[config.mk]
export PLATFORM = sky130hd
export DESIGN_NAME = gwct_step_unit
export DESIGN_NICKNAME = d
export VERILOG_FILES = /design/src/rtl/core/gwct_pkg.sv /design/src/rtl/core/gwct_step_unit.sv
export SDC_FILE = /design/constraint.sdc
export NUM_CORES = 1
export LEC_CHECK = 0
export BUFFER_PORTS_ARGS = -buffer_cell sky130_fd_sc_hd__buf_2
export CORE_ASPECT_RATIO = 0.75
export CORE_MARGIN = 2
export CORE_UTILIZATION = 50
export DETAILED_ROUTE_END_ITERATION = 8
export GPL_ROUTABILITY_DRIVEN = 0
export PLACE_DENSITY = 0.78
export SYNTH_ARGS = -nofsm -noshare
export SYNTH_HDL_FRONTEND = slang
export SYNTH_SLANG_ARGS = --single-unit
[constraint.sdc]
create_clock -name vclk -period 13.2
set_clock_uncertainty 0.15 [all_clocks]
set_input_delay 2.64 -clock vclk [all_inputs]
set_output_delay 2.64 -clock vclk [all_outputs]
set_load 0.005 [all_outputs]
[src/rtl/core/gwct_pkg.sv]
// ---------------------------------------------------------------------------
// Grid walk coverage tracker package
// Shared widths, command and direction codes, and controller states.
// ---------------------------------------------------------------------------
`timescale 1ns / 1ps

package gwct_pkg;

    localparam int MAX_HALF_DEF = 64;

    localparam int HALF_W   = 7;
    localparam int COUNT_W  = 15;
    localparam int VCOUNT_W = 14;
    localparam int POS_W    = 8;
    localparam int EPOCH_W  = 4;

    localparam logic [HALF_W-1:0] HALF_SIZE_RST = 7'd64;

    localparam logic CMD_RESTART = 1'b0;
    localparam logic CMD_STEP    = 1'b1;

    typedef enum logic [1:0] {
        DIR_UP    = 2'd0,
        DIR_RIGHT = 2'd1,
        DIR_DOWN  = 2'd2,
        DIR_LEFT  = 2'd3
    } dir_t;

    typedef enum logic [1:0] {
        ST_CLEAR,
        ST_IDLE,
        ST_BUSY
    } state_t;

endpackage

[src/rtl/core/gwct_step_unit.sv]
// ---------------------------------------------------------------------------
// Grid walk step unit
// Moves the walker one cell, tests the boundary and forms the map address.
// ---------------------------------------------------------------------------
`timescale 1ns / 1ps

module gwct_step_unit #(
    parameter int MAX_HALF = gwct_pkg::MAX_HALF_DEF,
    parameter int COORD_W  = $clog2(MAX_HALF + 1) + 1,
    parameter int AXIS_W   = $clog2(2 * MAX_HALF)
) (
    input  logic signed [COORD_W-1:0]       x,
    input  logic signed [COORD_W-1:0]       y,
    input  logic [1:0]                      direction,
    input  logic [gwct_pkg::HALF_W-1:0]     half_size,
    output logic signed [COORD_W-1:0]       next_x,
    output logic signed [COORD_W-1:0]       next_y,
    output logic                            at_edge,
    output logic [2*AXIS_W-1:0]             addr
);

    localparam int N_W   = ((COORD_W > gwct_pkg::HALF_W) ? COORD_W : gwct_pkg::HALF_W) + 1;
    localparam int CMP_W = N_W + 1;
    localparam logic signed [COORD_W-1:0] ONE = COORD_W'(1);

    logic [N_W-1:0]          hs_ext;
    logic [N_W-1:0]          max_n;
    logic [N_W-1:0]          n_eff;
    logic signed [CMP_W-1:0] sx;
    logic signed [CMP_W-1:0] sy;
    logic signed [CMP_W-1:0] sn;
    logic [COORD_W:0]        ux;
    logic [COORD_W:0]        uy;

    // clamp the boundary distance to 1..MAX_HALF
    always_comb
    begin
        hs_ext = N_W'(half_size);
        max_n  = N_W'(MAX_HALF);
        if (hs_ext == '0)
            n_eff = N_W'(1);
        else if (hs_ext > max_n)
            n_eff = max_n;
        else
            n_eff = hs_ext;
    end

    always_comb
    begin
        next_x = x;
        next_y = y;
        case (gwct_pkg::dir_t'(direction))
            gwct_pkg::DIR_UP:    next_y = y + ONE;
            gwct_pkg::DIR_RIGHT: next_x = x + ONE;
            gwct_pkg::DIR_DOWN:  next_y = y - ONE;
            gwct_pkg::DIR_LEFT:  next_x = x - ONE;
            default:             next_x = x;
        endcase
    end

    always_comb
    begin
        sx = CMP_W'(next_x);
        sy = CMP_W'(next_y);
        sn = CMP_W'(n_eff);
        at_edge = (sx >= sn) || (sx <= -sn) || (sy >= sn) || (sy <= -sn);
    end

    // offset interior coordinates into 0..2*MAX_HALF-1
    always_comb
    begin
        ux   = (COORD_W + 1)'(next_x) + (COORD_W + 1)'(MAX_HALF);
        uy   = (COORD_W + 1)'(next_y) + (COORD_W + 1)'(MAX_HALF);
        addr = {ux[AXIS_W-1:0], uy[AXIS_W-1:0]};
    end

endmodule

# Word level (Yosys, flattened, before mapping)
# Index checks and enable logic that the tools add are counted.
[classes] add_sub_neg=7 n_eq_ne=3 magnitude_cmp=5 muxes=4 reduce_logical=5
[op_table] operator="case mux 8 bit (2 select lines)" n=2
[op_table] operator="<= comparator 8 x 10 -> 1 bit" n=2
[op_table] operator="adder 8 x 2 -> 8 bit, second input constant" n=2
[op_table] operator="greater-or-equal comparator 8 bit" n=2
[op_table] operator="subtractor 8 x 2 -> 8 bit, second input constant" n=2
[op_table] operator="adder 7 bit, second input constant" n=2
[op_table] operator="two-way mux 7 bit" n=2
[op_table] operator="negator 9 -> 10 bit" n=1
[op_table] operator="greater-than comparator 7 bit, second input constant" n=1
[op_table] operator="zero test 7 bit" n=1
[op_table] operator="equality test 2 bit, second input constant" n=2
[op_table] operator="logical OR 1 bit" n=3
[op_table] operator="equality test 2 x 1 -> 1 bit, second input constant" n=1
[op_table] operator="zero test 2 bit" n=1
[word_totals] wordCells=24 reg_bits=0

# Longest topological paths before layout
[depth] word_depth=8 depth_mapped=17 ltp_nobuf=17

# Worst setup path after synthesis
# No wires, ideal clock.
[synth_timing] path_type="input port to output port" start="input direction[0]" end="output at_edge" t_arrival_ns=5.875 slack_ns=4.535 cell_stages=15 cell_sequence="buf_2 > nor2b_1 > ha_1 > a21o_1 > a211oi_1 > nor2_1 > o41ai_1 > mux2i_1 > xnor2_1 > ha_1 > and3_1 > nor4b_2 > and4_2 > a311oi_1 > nand4b_1"
[synth_via] elab_cells_between_ends=13 cone_classes="4 x order compare; 3 x eq/ne; 2 x mux; 4 x reduce/logical"
[synth_lines] item="start: declaration" line="gwct_step_unit.sv:14" source="input logic [1:0] direction,"
[synth_lines] item="equality test 2 bit / zero test 2 bit (equally long branches)" line="gwct_step_unit.sv:52" source="case (gwct_pkg::dir_t'(direction))"
[synth_lines] item="case mux 8 bit (2 select lines) (*)" line="gwct_step_unit.sv:52"
[synth_lines] item="named net next_y[7]" line="gwct_step_unit.sv:17" source="output logic signed [COORD_W-1:0] next_y,"
[synth_lines] item="greater-or-equal comparator 8 bit" line="gwct_step_unit.sv:66" source="at_edge = (sx >= sn) || (sx <= -sn) || (sy >= sn) || (sy <= -sn);"
[synth_lines] item="logical OR 1 bit" line="gwct_step_unit.sv:66"
[synth_lines] item="logical OR 1 bit (*)" line="gwct_step_unit.sv:66"
[synth_lines] item="end: declaration" line="gwct_step_unit.sv:18" source="output logic at_edge,"
# Mark *: on every way through the listed nets, which the timed path passes. The rest lies on a longest branch.

# Worst setup path in the final report
[layout_timing] start="input direction[0]" end="output at_edge"
[layout_via] elab_chain_cells=6 elab_cells_between_ends=13 cone_classes="4 x order compare; 3 x eq/ne; 2 x mux; 4 x reduce/logical"
[layout_lines] item="equality test 2 bit / equality test 2 x 1 -> 1 bit (equally long branches)" line="gwct_step_unit.sv:52"
[layout_lines] item="case mux 8 bit (2 select lines)" line="gwct_step_unit.sv:52"
[layout_lines] item="<= comparator 8 x 10 -> 1 bit / greater-or-equal comparator 8 bit (equally long branches)" line="gwct_step_unit.sv:66"
[layout_lines] item="logical OR 1 bit (2 in a row)" line="gwct_step_unit.sv:66"
[layout_lines] item="logical OR 1 bit (*)" line="gwct_step_unit.sv:66"
# Every way passes the cells marked *; elsewhere a longest branch is shown, timed or not.

==> flow_summary.json <==
{
  "status": "completed",
  "dpl_cell_area_mm2": 0.002029,
  "met2_usage_pct": 32.02,
  "wl_per_cell_um": 14.54,
  "drive_gt1_share_pct": 28.62,
  "grtUsageMet3_pct": 0.1812,
  "rsz0062_at_grt": "false",
  "synth_cell_type_count": 60,
  "fill_cells": 321,
  "arrival_ns": 6.64,
  "synth_compound_area_share_pct": 23.20,
  "min_period_ns": 9.434,
  "synth_top_family_by_area": "simple AND/OR/NAND/NOR gates",
  "drc": 0,
  "synth_area_mm2": 0.001812,
  "fp-row-count": 18,
  "finalPower_mw": 0.09697,
  "synth.cells.most_frequent": "ha_1, nand2_1, xnor2_1, buf_4, nor2_1",
  "powerDensity_mw_per_mm2": 47.78,
  "synth_top_area_share_pct": 23.48,
  "crit_chain": "buf_2 > nor2b_1 > ha_1 > a21o_1 > a211oi_1 > nor2_1 > o41ai_1 > mux2i_1 > xnor2_1 > ha_1 > and3_1 > nor4b_2 > and4_2 > a311oi_1 > nand4b_1 > buf_2",
  "seqCellArea_um2": 0,
  "grt_max_degree": 32,
  "p_leak_nw": 0.9816,
  "synth-xor-area-share_pct": 9.599,
  "final_area_mm2": 0.002029,
  "core_mm2": 0.003378,
  "cp_slowest_cell": "nor2b_1",
  "postSynthCellCount": 228,
  "final_hold_viol_count": 0,
  "drt-pass1-iter-count": 4,
  "finalSetupTns_ns": 0,
  "grt_pass1_wl_um": 7100,
  "port_buffers": 56,
  "synth_adder_area_share_pct": 26.45,
  "start_kind": "input port",
  "cts_resized": 0,
  "grt_pass1_vias": 1567,
  "via_count": 1848,
  "max_slew_margin_pct": 60.40,
  "endpoint_kind": "output pin",
  "yosysSeqAreaShare_pct": 0,
  "worstPathRequired_ns": 10.41,
  "min_period_over_period_pct": 71.47,
  "peakVddDrop_mv": 0.02340,
  "grtUsageMet1_pct": 33.48,
  "final_util_pct": 60.07,
  "grt_busiest_layer": "met1",
  "nNetsFinal": 331,
  "synth_top_cell_by_area": "ha_1",
  "wl_um": 4493,
  "synth-simple-area-share_pct": 29.07,
  "synth_area_per_cell_um2": 7.946,
  "worstSetupPathType": "input port to output pin",
  "tightest_slew_ns": 0.5928,
  "drtAntennaViolNets": 0,
  "cp_max_fo": 31,
  "vias_per_cell": 5.981,
  "clock_buffer_count": 0,
  "synth.area.mux_share_pct": 2.348,
  "hold_class": "input port to output pin",
  "maxCapViolations": 0,
  "die_y_um": 56.13,
  "drtIter0Drc": 71,
  "floorplan.initialDensity_pct": 53.63,
  "diodes": 0,
  "synth_warnings": 0,
  "seq_cells": 0,
  "syn_to_final_growth_pct": 12.02,
  "grt-ovfl-total": 0,
  "finalMaxSlewViolations": 0,
  "grt_antenna_before_repair": 0,
  "synthTopCellsByArea": "ha_1, xnor2_1, buf_4, a21o_1, nand2_1",
  "place_hpwl_um": 3744,
  "cp_slowest_stage_delay_ns": 0.54,
  "io_pins": 56,
  "max_freq_mhz": 106.0,
  "post-cts-setup-buffers": 0,
  "setup_viol": 0,
  "cts_hold_buf": 0,
  "yosysMostFrequentCell": "ha_1",
  "die_area_mm2": 0.004126,
  "fp.dieW_um": 73.51,
  "track_usage_pct": 20.71
}
==> metal layers <==
metal  wire, um  part of all wire [%]
met1       2381                    53
met3        206                   4.6
met2       1906                    42
met5          0                     0
met4          0                     0
==> critical path: cells and delay by family <==
kind	cells	cell delay, ns
multiplexers	1	0.16
XOR/XNOR	1	0.41
AO/OA/AOI/OAI	4	1.06
buffers and inverters	2	0.42
adder cells (fa/ha/maj)	2	0.66
AND/OR/NAND/NOR	6	1.28
==> cell families after synthesis <==
group                      Yosys count
and+or+nand+nor                     82
AOI/OAI and AO/OA                   55
adders and majority gates           38
buffers and inverters               29
xor gates and xnor gates            19
muxes                                4
other                                1
==> cell usage in the layout (no fill, tap or decap), types with 3 or more instances in the layout <==
cell type	n
buf_2	56
ha_1	34
nand2_1	18
xnor2_1	15
nor2_1	11
inv_1	10
nor2b_1	9
a21o_1	9
a21oi_1	9
nor3b_1	5
nand2b_1	5
a211oi_1	5
o21ai_0	5
nand3_1	4
and3_1	4
conb_1	4
nor4b_1	3
o21ai_1	3
o211ai_1	3
xor2_1	3
and2_1	3
maj3_2	3
==> power by group <==
part / total (mW) / internal [mW] / switching, mW / leakage, nW
clock: 0 / 0 / 0 / 0
sequential: 0 / 0 / 0 / 0
combinational: 0.0970 / 0.0444 / 0.0526 / 0.982
total: 0.0970 / 0.0444 / 0.0526 / 0.982
==> path summary, 6_finish.rpt <==
path,start,slack (ns),endpoint,cells after the start
setup / recovery,direction[0],3.77,at_edge,16
hold / removal,y[0],5.53,next_y[0],4
==> final cells by class <==
type / count / area (um^2) / share of cell area (%)
multi-input combinational: 202 / 1658 / 81.69
timing repair buffer: 56 / 280.3 / 13.81
tap: 40 / 50.05 / 2.466
inverter: 11 / 41.29 / 2.035
==> stage by stage <==
| step | hold WS, ns | setup slack, ns | cells |
|---|---|---|---|
| after floorplan | 5.224 | 4.535 | 231 |
| after global placement | 5.515 | 3.970 | 309 |
| after detailed placement | 5.526 | 3.826 | 309 |
| after CTS | 5.530 | 3.827 | 309 |
| after global routing | 5.562 | 3.518 | 309 |
| final | 5.534 | 3.766 | 309 |
Note: power is estimated with default switching activity, not from simulation.
